`config.mk`:
```
export PLATFORM = sky130hd
export DESIGN_NAME = h264_rtp_fua_packetizer
export DESIGN_NICKNAME = d
export VERILOG_FILES = /design/src/sv/fua_pkg.sv /design/src/sv/h264_rtp_fua_packetizer.sv /design/src/sv/fua_front.sv /design/src/sv/fua_queue.sv /design/src/sv/fua_back.sv
export SDC_FILE = /design/constraint.sdc
export NUM_CORES = 1
export LEC_CHECK = 0
export BUFFER_PORTS_ARGS = -buffer_cell sky130_fd_sc_hd__buf_2
export CAP_MARGIN = 20
export CORE_MARGIN = 4
export CORE_UTILIZATION = 50
export DETAILED_ROUTE_END_ITERATION = 12
export PLACE_DENSITY_LB_ADDON = 0.15
export SLEW_MARGIN = 10
export SYNTH_ARGS = -nofsm -noshare
export SYNTH_HDL_FRONTEND = slang
export SYNTH_SLANG_ARGS = --single-unit
```
`constraint.sdc`:
```
create_clock -name clk_i -period 7.88 [get_ports clk_i]
set_clock_uncertainty 0.1 [all_clocks]
set_input_delay 0.394 -clock clk_i [delete_from_list [all_inputs] [get_ports clk_i]]
set_output_delay 0.394 -clock clk_i [all_outputs]
set_load 0.005 [all_outputs]
```
`src/sv/fua_pkg.sv`:
```
// shared types and constants of the h.264 rtp fu-a packetizer
// used by fua_front, fua_queue, fua_back and the top level
package fua_pkg;

  localparam int unsigned MaxFragments = 64;
  localparam int unsigned QueueDepth   = 2;
  localparam int unsigned QueuePtrW    = (QueueDepth > 1) ? $clog2(QueueDepth) : 1;
  localparam int unsigned QueueCntW    = $clog2(QueueDepth + 1);
  // width of chunk * MaxFragments
  localparam int unsigned LimitW       = 16 + $clog2(MaxFragments + 1);

  localparam logic [7:0] TypeMask   = 8'h1F;
  localparam logic [7:0] FnriMask   = 8'hE0;
  localparam logic [7:0] FuaType    = 8'd28;
  localparam logic [7:0] StartBit   = 8'h80;
  localparam logic [7:0] EndBit     = 8'h40;
  localparam logic [4:0] SpsType    = 5'd7;
  localparam logic [4:0] PpsType    = 5'd8;

  localparam logic [15:0] MaxPayloadReset  = 16'd1400;
  localparam logic [31:0] TsIncrementReset = 32'd3600;

  // configuration register indexes
  localparam logic [3:0] RegMaxPayload  = 4'd0;
  localparam logic [3:0] RegTsIncrement = 4'd1;

  // how a unit is carried
  localparam logic [1:0] KindSingle = 2'd0;
  localparam logic [1:0] KindFrag   = 2'd1;
  localparam logic [1:0] KindBig    = 2'd2;

  typedef struct packed {
    logic [7:0]  hdr;
    logic [1:0]  kind;
    logic [15:0] size;   // unit size in single mode, bytes after the header otherwise
  } fua_entry_t;

  typedef struct packed {
    logic       valid;
    fua_entry_t entry;
  } fua_push_t;

endpackage

```
`src/sv/h264_rtp_fua_packetizer.sv`:
```
// top level of the h.264 rtp packetizer (single nal unit and fu-a modes)
// depends on fua_pkg, fua_front, fua_queue, fua_back
//
// usage:
// - input channel: one nal unit descriptor (header byte, total size) per item,
//   taken at a clock edge with in_valid_i high and in_stall_o low
// - output channel: packet descriptors, taken with out_valid_o high and
//   out_stall_i low; last_o marks the final descriptor of a unit
// - config channel: cfg_ready_o is always high; index 0 is max_payload,
//   index 1 is ts_increment; write only while the block is idle
// - a unit gives one descriptor (single, or too_large) or n fu-a fragments
//   (n up to 64); the back sequencer emits one descriptor per cycle while
//   out_stall_i is low, one descriptor for each fragment of a unit
// - path: an item is written into the queue at its accepting edge, and the
//   back loads its first descriptor from the queue head into the output
//   register; the two-entry queue lets the front keep accepting while
//   the back is busy fragmenting
// - stall: the output register holds its descriptor; the back pauses and
//   the queue fills, after which in_stall_o rises
// - reset: sequence, timestamp and queue clear; registers go to 1400 / 3600
module h264_rtp_fua_packetizer (
  input  logic        clk_i,
  input  logic        rst_ni,
  // config write channel
  input  logic        cfg_valid_i,
  output logic        cfg_ready_o,
  input  logic [3:0]  cfg_index_i,
  input  logic [31:0] cfg_data_i,
  // nal unit input
  input  logic        in_valid_i,
  output logic        in_stall_o,
  input  logic [7:0]  nal_header_i,
  input  logic [15:0] nal_size_i,
  // packet descriptor output
  output logic        out_valid_o,
  input  logic        out_stall_i,
  output logic [7:0]  hdr_byte0_o,
  output logic [7:0]  fu_header_o,
  output logic        fragmented_o,
  output logic [15:0] byte_offset_o,
  output logic [15:0] byte_count_o,
  output logic [15:0] seq_number_o,
  output logic [31:0] rtp_time_o,
  output logic        too_large_o,
  output logic        last_o
);
  import fua_pkg::*;

  logic [15:0] max_payload_q;
  logic [31:0] ts_increment_q;
  logic [15:0] chunk;
  fua_push_t   push;
  fua_entry_t  head;
  logic        q_full, q_valid, pop;

  assign cfg_ready_o = 1'b1;

  always_ff @(posedge clk_i or negedge rst_ni) begin
    if (!rst_ni) begin
      max_payload_q  <= MaxPayloadReset;
      ts_increment_q <= TsIncrementReset;
    end else if (cfg_valid_i && cfg_ready_o) begin
      case (cfg_index_i)
        RegMaxPayload:  max_payload_q  <= cfg_data_i[15:0];
        RegTsIncrement: ts_increment_q <= cfg_data_i;
        default: begin
          // unknown index: ignored
        end
      endcase
    end
  end

  // a zero payload limit behaves as one byte
  assign chunk = (max_payload_q == '0) ? 16'd1 : max_payload_q;

  fua_front u_front (
    .in_valid_i   (in_valid_i),
    .nal_header_i (nal_header_i),
    .nal_size_i   (nal_size_i),
    .chunk_i      (chunk),
    .q_full_i     (q_full),
    .in_stall_o   (in_stall_o),
    .push_o       (push)
  );

  fua_queue u_queue (
    .clk_i   (clk_i),
    .rst_ni  (rst_ni),
    .push_i  (push),
    .pop_i   (pop),
    .full_o  (q_full),
    .valid_o (q_valid),
    .head_o  (head)
  );

  fua_back u_back (
    .clk_i          (clk_i),
    .rst_ni         (rst_ni),
    .chunk_i        (chunk),
    .ts_increment_i (ts_increment_q),
    .q_valid_i      (q_valid),
    .head_i         (head),
    .pop_o          (pop),
    .out_stall_i    (out_stall_i),
    .out_valid_o    (out_valid_o),
    .hdr_byte0_o    (hdr_byte0_o),
    .fu_header_o    (fu_header_o),
    .fragmented_o   (fragmented_o),
    .byte_offset_o  (byte_offset_o),
    .byte_count_o   (byte_count_o),
    .seq_number_o   (seq_number_o),
    .rtp_time_o     (rtp_time_o),
    .too_large_o    (too_large_o),
    .last_o         (last_o)
  );

endmodule

```
`src/sv/fua_front.sv`:
```
// front part: takes nal unit descriptors and classifies them
// depends on fua_pkg
module fua_front (
  input  logic                 in_valid_i,
  input  logic [7:0]           nal_header_i,
  input  logic [15:0]          nal_size_i,
  input  logic [15:0]          chunk_i,
  input  logic                 q_full_i,
  output logic                 in_stall_o,
  output fua_pkg::fua_push_t   push_o
);
  import fua_pkg::*;

  logic [15:0]       payload;
  logic [LimitW-1:0] limit;
  logic              fits;
  logic              big;

  always_comb begin
    payload = nal_size_i - 16'd1;
    limit   = LimitW'(chunk_i) * LimitW'(MaxFragments);
    fits    = nal_size_i <= chunk_i;
    big     = LimitW'(payload) > limit;

    push_o.valid     = in_valid_i && !q_full_i;
    push_o.entry.hdr = nal_header_i;
    if (fits) begin
      push_o.entry.kind = KindSingle;
      push_o.entry.size = nal_size_i;
    end else if (big) begin
      push_o.entry.kind = KindBig;
      push_o.entry.size = payload;
    end else begin
      push_o.entry.kind = KindFrag;
      push_o.entry.size = payload;
    end
  end

  assign in_stall_o = q_full_i;

endmodule

```
`src/sv/fua_queue.sv`:
```
// short fifo of classified units between front and back
// depends on fua_pkg
module fua_queue (
  input  logic                 clk_i,
  input  logic                 rst_ni,
  input  fua_pkg::fua_push_t   push_i,
  input  logic                 pop_i,
  output logic                 full_o,
  output logic                 valid_o,
  output fua_pkg::fua_entry_t  head_o
);
  import fua_pkg::*;

  fua_entry_t             entries_q [QueueDepth];
  logic [QueuePtrW-1:0]   wr_ptr_q, wr_ptr_d;
  logic [QueuePtrW-1:0]   rd_ptr_q, rd_ptr_d;
  logic [QueueCntW-1:0]   count_q, count_d;
  logic                   do_push, do_pop;

  function automatic logic [QueuePtrW-1:0] ptr_inc(input logic [QueuePtrW-1:0] p);
    if (p == QueuePtrW'(QueueDepth - 1)) begin
      return '0;
    end
    return p + QueuePtrW'(1);
  endfunction

  assign full_o  = count_q == QueueCntW'(QueueDepth);
  assign valid_o = count_q != '0;
  assign head_o  = entries_q[rd_ptr_q];

  always_comb begin
    do_push  = push_i.valid && !full_o;
    do_pop   = pop_i && valid_o;
    wr_ptr_d = do_push ? ptr_inc(wr_ptr_q) : wr_ptr_q;
    rd_ptr_d = do_pop ? ptr_inc(rd_ptr_q) : rd_ptr_q;
    count_d  = count_q;
    if (do_push && !do_pop) begin
      count_d = count_q + QueueCntW'(1);
    end else if (do_pop && !do_push) begin
      count_d = count_q - QueueCntW'(1);
    end
  end

  always_ff @(posedge clk_i or negedge rst_ni) begin
    if (!rst_ni) begin
      wr_ptr_q <= '0;
      rd_ptr_q <= '0;
      count_q  <= '0;
    end else begin
      wr_ptr_q <= wr_ptr_d;
      rd_ptr_q <= rd_ptr_d;
      count_q  <= count_d;
    end
  end

  always_ff @(posedge clk_i) begin
    if (do_push) begin
      entries_q[wr_ptr_q] <= push_i.entry;
    end
  end

endmodule

```
`src/sv/fua_back.sv`:
```
// back part: turns queued units into packet descriptors, one per cycle while out_stall_i is low
// depends on fua_pkg; holds sequence number and timestamp state
module fua_back (
  input  logic                 clk_i,
  input  logic                 rst_ni,
  input  logic [15:0]          chunk_i,
  input  logic [31:0]          ts_increment_i,
  input  logic                 q_valid_i,
  input  fua_pkg::fua_entry_t  head_i,
  output logic                 pop_o,
  input  logic                 out_stall_i,
  output logic                 out_valid_o,
  output logic [7:0]           hdr_byte0_o,
  output logic [7:0]           fu_header_o,
  output logic                 fragmented_o,
  output logic [15:0]          byte_offset_o,
  output logic [15:0]          byte_count_o,
  output logic [15:0]          seq_number_o,
  output logic [31:0]          rtp_time_o,
  output logic                 too_large_o,
  output logic                 last_o
);
  import fua_pkg::*;

  localparam logic StIdle = 1'b0;
  localparam logic StFrag = 1'b1;

  logic        state_q, state_d;
  logic [15:0] seq_q, seq_d;
  logic [31:0] ts_q, ts_d;
  logic [15:0] off_q, off_d;
  logic [15:0] left_q, left_d;
  logic [7:0]  hdr_q;
  logic        out_valid_q, out_valid_d;

  logic [7:0]  hdr_byte0_q, fu_header_q;
  logic        fragmented_q, too_large_q, last_q;
  logic [15:0] byte_offset_q, byte_count_q, seq_number_q;
  logic [31:0] rtp_time_q;

  logic        can_load, start, step, load;
  logic [7:0]  cur_hdr;
  logic [15:0] src_left, src_off, cnt;
  logic        frag_fin, first;
  logic [4:0]  nal_type;
  logic        param_set;

  always_comb begin
    can_load  = !out_valid_q || !out_stall_i;
    start     = (state_q == StIdle) && q_valid_i && can_load;
    step      = (state_q == StFrag) && can_load;
    first     = state_q == StIdle;
    cur_hdr   = first ? head_i.hdr : hdr_q;
    nal_type  = cur_hdr[4:0];
    param_set = (nal_type == SpsType) || (nal_type == PpsType);
    src_left  = first ? head_i.size : left_q;
    src_off   = first ? 16'd1 : off_q;
    frag_fin  = src_left <= chunk_i;
    cnt       = frag_fin ? src_left : chunk_i;
    load      = 1'b0;

    state_d     = state_q;
    seq_d       = seq_q;
    ts_d        = ts_q;
    off_d       = off_q;
    left_d      = left_q;
    out_valid_d = out_valid_q && out_stall_i;

    if (start) begin
      load        = 1'b1;
      out_valid_d = 1'b1;
      case (head_i.kind)
        KindSingle: begin
          seq_d  = seq_q + 16'd1;
          ts_d   = param_set ? ts_q : ts_q + ts_increment_i;
          off_d  = head_i.size;
          left_d = '0;
        end
        KindFrag: begin
          seq_d   = seq_q + 16'd1;
          off_d   = src_off + cnt;
          left_d  = src_left - cnt;
          ts_d    = frag_fin ? ts_q + ts_increment_i : ts_q;
          state_d = frag_fin ? StIdle : StFrag;
        end
        default: begin
          // oversized unit: popped and given a too_large descriptor; sequence, timestamp and state unchanged
        end
      endcase
    end else if (step) begin
      load        = 1'b1;
      out_valid_d = 1'b1;
      seq_d       = seq_q + 16'd1;
      off_d       = src_off + cnt;
      left_d      = src_left - cnt;
      ts_d        = frag_fin ? ts_q + ts_increment_i : ts_q;
      state_d     = frag_fin ? StIdle : StFrag;
    end
  end

  assign pop_o = start;

  always_ff @(posedge clk_i or negedge rst_ni) begin
    if (!rst_ni) begin
      state_q     <= StIdle;
      seq_q       <= '0;
      ts_q        <= '0;
      off_q       <= '0;
      left_q      <= '0;
      out_valid_q <= 1'b0;
    end else begin
      state_q     <= state_d;
      seq_q       <= seq_d;
      ts_q        <= ts_d;
      off_q       <= off_d;
      left_q      <= left_d;
      out_valid_q <= out_valid_d;
    end
  end

  // output register, only loaded when free or being taken
  always_ff @(posedge clk_i) begin
    if (start) begin
      hdr_q <= head_i.hdr;
    end
    if (load) begin
      seq_number_q <= seq_q;
      rtp_time_q   <= ts_q;
      if (first && head_i.kind == KindSingle) begin
        hdr_byte0_q   <= cur_hdr;
        fu_header_q   <= '0;
        fragmented_q  <= 1'b0;
        byte_offset_q <= '0;
        byte_count_q  <= head_i.size;
        too_large_q   <= 1'b0;
        last_q        <= 1'b1;
      end else if (first && head_i.kind == KindBig) begin
        hdr_byte0_q   <= cur_hdr;
        fu_header_q   <= '0;
        fragmented_q  <= 1'b0;
        byte_offset_q <= '0;
        byte_count_q  <= '0;
        too_large_q   <= 1'b1;
        last_q        <= 1'b1;
      end else begin
        hdr_byte0_q   <= (cur_hdr & FnriMask) | FuaType;
        fu_header_q   <= (cur_hdr & TypeMask) | (first ? StartBit : 8'h00)
                         | (frag_fin ? EndBit : 8'h00);
        fragmented_q  <= 1'b1;
        byte_offset_q <= src_off;
        byte_count_q  <= cnt;
        too_large_q   <= 1'b0;
        last_q        <= frag_fin;
      end
    end
  end

  assign out_valid_o   = out_valid_q;
  assign hdr_byte0_o   = hdr_byte0_q;
  assign fu_header_o   = fu_header_q;
  assign fragmented_o  = fragmented_q;
  assign byte_offset_o = byte_offset_q;
  assign byte_count_o  = byte_count_q;
  assign seq_number_o  = seq_number_q;
  assign rtp_time_o    = rtp_time_q;
  assign too_large_o   = too_large_q;
  assign last_o        = last_q;

  a_pop_only_idle: assert property (@(posedge clk_i) disable iff (!rst_ni)
    pop_o |-> state_q == StIdle)
    else $error("queue popped while fragmenting");

  a_frag_has_bytes: assert property (@(posedge clk_i) disable iff (!rst_ni)
    state_q == StFrag |-> left_q != '0)
    else $error("fragmenting with no bytes left");

  a_big_is_last: assert property (@(posedge clk_i) disable iff (!rst_ni)
    out_valid_q && too_large_q |-> last_q && !fragmented_q)
    else $error("oversized unit result malformed");

  a_seq_step: assert property (@(posedge clk_i) disable iff (!rst_ni)
    step |=> seq_q == $past(seq_q) + 16'd1)
    else $error("sequence did not advance on fragment");

endmodule
```
Word-level counts from Yosys, hierarchy flattened
Memories as Yosys holds them, arrays and structs flattened.
Index checks and enable logic that the tools add are counted.

word-level totals
  bits in registers = 241
  bits in writable memories = 52
  input port bits = 65
  output and inout bits = 102
  memories = 1

operators by class
  add/sub/neg operators = 9
  magnitude comparators = 3
  eq/ne operators = 10
  multiplexer cells = 47
  bitwise operators = 3
  reductions and logical operators = 32

memory list
  name               depth  width  rd ports  clocked after Yosys merged registers in  write ports  line             source
  u_queue.entries_q  2      26     1         0                                        1            fua_queue.sv:14  fua_entry_t entries_q [QueueDepth];

operator list
  cell                                                 number
  two-way mux 16 bit                                   13
  two-way mux 32 bit                                   4
  case mux 16 bit (2 select lines)                     2
  case mux 32 bit (2 select lines)                     1
  two-way mux 18 bit                                   2
  adder 32 bit                                         1
  <= comparator 16 bit                                 2
  greater-than comparator 16 x 22 -> 1 bit             1
  two-way mux 1 bit                                    18
  adder 16 x 1 -> 16 bit, second input constant        1
  adder 16 bit                                         1
  zero test 16 bit                                     1
  two-way mux 8 bit                                    2
  subtractor 16 x 1 -> 16 bit, second input constant   1
  subtractor 16 bit                                    1
  logical AND 1 bit                                    11
  two-way mux 5 bit                                    2
  AND reduction 2 bit                                  5
  OR 5 x 8 -> 8 bit                                    1
  OR 8 bit                                             1
  two-way mux 7 bit                                    1
  nonzero test 2 bit                                   3
  equality test 5 x 3 -> 1 bit, second input constant  1
  equality test 5 x 4 -> 1 bit, second input constant  1
  other kinds (18)                                     27

Depth between registers and ports, before layout
  word-level depth = 8
  mapped depth = 27

By module
From an unflattened synthesis, not the netlist that was laid out.

second synthesis, totals
  cells, all modules = 1,518
  area, all modules = 16,918.7 um^2

by module, submodules not included
  module                   instances  cells an instance  area an instance (um^2)
  fua_back                 1          1,122              11,327.1
  fua_queue                1          100                2,177.1
  h264_rtp_fua_packetizer  1          126                2,087.0
  fua_front                1          170                1,327.5

Least setup slack after synthesis
Ideal clock, no wire load.

  path kind = reg2reg
  from = register u_back.state_q
  to = register u_back.byte_count_q[0] (netlist: u_back.byte_count_o[0]), enable pin
  library setup time = 0.555 ns
  arrival = 5.518 ns
  data required time = 7.225 ns
  path slack = 1.707 ns
  cell stages (with the launch flop) = 7
  path buffers = 4
  period minus slack after synthesis = 6.173 ns
  cells stage by stage = dfrtp_1 -> buf_2 -> buf_1 -> buf_1 -> clkbuf_1 -> nor2_1 -> nor2_1

on the way
  word-level cells in the longest chain between the ends = 4
  elaborated cells on any way between the ends = 6
  those cells by class = mux: 2; bitwise: 1; reduce/logical: 3

ends and longest elaborated chain
  element                         line             source
  start: declaration              fua_back.sv:28   logic state_q, state_d;
  start signal: assignment        fua_back.sv:105  state_q <= StIdle;
  start signal: assignment        fua_back.sv:112  state_q <= state_d;
  inverter 1 bit                  fua_back.sv:50   start = (state_q == StIdle) && q_valid_i && can_load;
  logical AND 1 bit (2 in a row)  fua_back.sv:50
  two-way mux 1 bit (*)           fua_back.sv:69   if (start) begin
  via u_back.load                 fua_back.sv:41   logic can_load, start, step, load;
  end signal: assignment          fua_back.sv:134  byte_count_q <= head_i.size;
  end signal: assignment          fua_back.sv:151  byte_count_q <= cnt;
  end: declaration                fua_back.sv:38   logic [15:0] byte_offset_q, byte_count_q, seq_number_q;

The timed path passes the listed nets; every way through them passes the cells marked *.
A chain may end at the register's enable or synchronous reset.

Worst setup path after layout
  from = register u_queue.rd_ptr_q
  to = register u_back.left_q[14]

on the way
  word-level cells in the longest chain between the ends = 7
  elaborated cells on any way between the ends = 12
  those cells by class = add/sub: 1; order compare: 1; eq/ne: 2; mux: 5; reduce/logical: 2; memory: 1

ends and longest elaborated chain
  element                                                                 line                            source
  start: declaration                                                      fua_queue.sv:16                 logic [QueuePtrW-1:0] rd_ptr_q, rd_ptr_d;
  start signal: assignment                                                fua_queue.sv:51                 rd_ptr_q <= rd_ptr_d;
  memory (2 x 26 bit) (*)                                                 -
  two-way mux 16 bit                                                      fua_back.sv:56                  src_left = first ? head_i.size : left_q;
  <= comparator 16 bit                                                    fua_back.sv:58                  frag_fin = src_left <= chunk_i;
  two-way mux 16 bit                                                      fua_back.sv:59                  cnt = frag_fin ? src_left : chunk_i;
  subtractor 16 bit                                                       fua_back.sv:82, fua_back.sv:95
  case mux 16 bit (2 select lines) or two-way mux 16 bit (tied branches)  fua_back.sv:72, fua_back.sv:90
  two-way mux 16 bit                                                      fua_back.sv:69
  end signal: assignment                                                  fua_back.sv:116                 left_q <= left_d;
  end: declaration                                                        fua_back.sv:32                  logic [15:0] left_q, left_d;

Every way passes the cells marked *; elsewhere a longest branch is shown, timed or not. The select of a mux whose other input is x is not followed.

==> results.md <==
- Status: finished clean
- Routed vias: 10930
- Top post-synthesis cells by area: edfxtp_1, dfrtp_1, ha_1
- Final setup violation count: 0
- Post-synth EDFFs: 158
- Worst-margin pin slew: 0.9472 ns
- Die area: 34090 µm²
- CTS H-tree lvls: 1
- Maximum clock path buffer count: 3
- Post-synth top flop: edfxtp_1
- Leak: 8.002 nW
- #FFs+latches synth: 292
- Vias in the first global route: 10850
- PwrDens: 443.3 nW/µm²
- Achievable frequency: 166.2 MHz
- DR DRC count: 0
- Overall Power: 0.008092 W
- Syn_nets: 1570
- Post-route minimum period: 6.016 ns
- Placed Instances: 1913
- RSZ-0062 raised after global routing: false
- Rel. slew slack: 36.85%
- Worst EP arrival: 6.34 ns
- Core Util, Final: 59.52%
- Share of the synthesized area in the top cell type: 30.41%
- Clock buffer count from CTS: 30
- CTS tree: done
- Slew Viols, Final: 0
- CP Max Fanout: 16
- Port Buffers: 164
- Drt via density: 5.436
- First-pass DRT Iterations: 5
- Clock sink count: 292
- Count leader, synth: edfxtp_1
- First-pass GRT wire length: 56980 µm
- GP Congestion: 0.9010
- CP Class: flop to flop
- CP Launch Type: flop
- Grt ovf: 0
- Layout cells sized above 1: 20.32%
- Num ports: 167
- CTS root buffer: clkbuf_16
- Initial antenna violation count: 1
- Post-synth top area cell: edfxtp_1
- Drt wl/cell: 17.66 µm
- Sequential-to-total area share from yosys stat: 51.98%
- Overall Global Routing Usage: 20.70%
- CP required: 8.20 ns
- Synthesized area per cell: 11.23 µm²
- Die Y: 184.6 µm
- Max cap viols: 0
- VDD IR max: 0.0002619 V
- Final net count: 1771
- Final worst-path cycle share: 76.35%
- Syn-to-layout area delta: 17.01%
- Initial Util: 50.87%
- Core area: 30670 µm²
- Post-route ant nets: 0
- Total routed wirelength: 35510 µm
- Synth Cell Area: 15600 µm²
- Yosys warnings: 0
- Setup crit end kind: flop
- Clock transition at path regs: 0.06 ns
- Resized Gates After CTS: 0
- Clock Latency Late Sink: 0.56 ns
- Final TNS setup: 0 ns
- Distinct cells, synth: 71
- Hold crit path type: primary input to flop
- Starting DRT DRC Count: 761
- Seq. cell area: 8112 µm²
- Largest net degree at the start of global routing: 73
- Hold Fails Final Rpt: 0
- Async set or reset register ratio after synthesis: 45.89%
- Hold slack final: 0.09578 ns
- Die W: 184.6 µm
- Rows: 64
- Post-synthesis cell count: 1389
- Most frequent cells after synthesis: edfxtp_1, dfrtp_1, nand2_1, a21oi_1, ha_1
- Final HPWL from detailed placement: 25520 µm
- Multi-input gate area in the final layout: 7064 µm²
- Filler instances: 2578
- Filler-free cell count of the finished design: 2011
## cell usage in the layout, fill, tap and decap left out, types with 13 or more instances in the layout
cell type,synthesis,layout
a21o_1,32,32
a21oi_1,115,115
and2_1,37,37
and3_1,13,13
buf_2,4,163
buf_4,4,14
clkbuf_16,0,30
dfrtp_1,124,123
dlygate4sd3_1,0,41
edfxtp_1,158,158
ha_1,113,113
inv_1,63,63
mux2_2,77,77
nand2_1,124,124
nand2b_1,17,17
nand3_1,19,19
nand4_1,14,14
nor2_1,69,67
nor2b_1,13,13
nor3_1,18,18
o21a_1,18,18
o21ai_0,87,86
xnor2_1,56,56
xor2_1,42,42
## cell families (layout without fill, tap and decap cells)
kind of cell | Yosys count | count (layout) | synth area share [%]
flip-flops | 292 | 292 | 51.98
AO/OA/AOI/OAI | 334 | 334 | 13.20
adder cells (fa/ha/maj) | 116 | 116 | 9.447
XOR/XNOR | 98 | 98 | 5.502
other | 2 | 3 | 0.04814
buffers and inverters | 114 | 339 | 2.983
multiplexers | 89 | 89 | 6.368
AND/OR/NAND/NOR | 344 | 344 | 10.47
## final timing paths
check / start / endpoint / slack [ns] / cells past startpoint
worst max-delay path: u_queue.rd_ptr_q / u_back.left_q[14] / 1.86 / 22
worst min-delay path: in_valid_i / u_queue.wr_ptr_q / 0.1 / 3
worst max register to register: u_queue.rd_ptr_q / u_back.left_q[14] / 1.86 / 22
worst min register to register: u_back.seq_q[14] / u_back.seq_number_o[14] / 0.35 / 0
max in group asynchronous: rst_ni / max_payload_q[11] / 5.96 / 3
min in group asynchronous: rst_ni / u_back.left_q[4] / 0.29 / 2
## per-layer routing
layer | share of wire, % | vias up | routed length, µm | GRT usage [%]
met3 | 7.0 | 45 | 2481 | 3.256
met5 | 0 | - | 0 | 0
met4 | 1.4 | 0 | 489 | 3.964
li1 | - | 5417 | - | -
met1 | 48 | 5141 | 16990 | 30.72
met2 | 44 | 329 | 15560 | 32.77
## stage by stage
stage | setup slack (ns) | area (µm²)
after global routing | 1.419 | 18260
after CTS | 1.833 | 18250
after floorplan | 1.707 | 15600
after detailed placement | 1.801 | 16840
after global placement | 1.956 | 16840
final | 1.864 | 18260
## flip-flops by register name (all words and copies together), names as in the netlist, 32 cells and up
register / count
ts_increment_q: 32
u_back.rtp_time_o: 32
u_back.ts_q: 32
u_queue.entries_q: 52
## repair_timing
item	in CTS	in global routing
hold buffers	41	0
endpoints found under the hold margin	125	0
buffers inserted	0	0
## final cells by class
type,count,area share [%]
Antenna cell,1,0.01371
Tap cell,396,2.714
Sequential cell,292,44.43
Clock inverter,25,1.337
Inverter,64,1.316
Multi-Input combinational cell,983,38.70
Clock buffer,31,4.133
Timing Repair Buffer,219,7.354
## worst max-delay path, cell delays in order, from the launching register on
cell	delay, ns
dfrtp_1	0.71
buf_4	0.36
mux2_2	0.41
mux2_2	0.30
ha_1	0.31
nand4_1	0.14
or4_1	0.60
o21ai_4	0.20
nor2_1	0.09
a21oi_1	0.28
ha_1	0.21
inv_1	0.05
fa_1	0.40
nand3_1	0.11
a21bo_2	0.16
a21oi_1	0.07
o21a_1	0.19
o41ai_1	0.46
o21a_1	0.26
o21bai_1	0.07
a21oi_1	0.17
xor2_1	0.16
o31ai_1	0.08
## power breakdown
part           total, W  internal [W]  switching [W]
combinational   0.00405       0.00169        0.00236
clock           0.00142      0.000828       0.000597
sequential      0.00261       0.00233       0.000280
total           0.00809       0.00486        0.00324
Power figures use the tool's default switching activity.
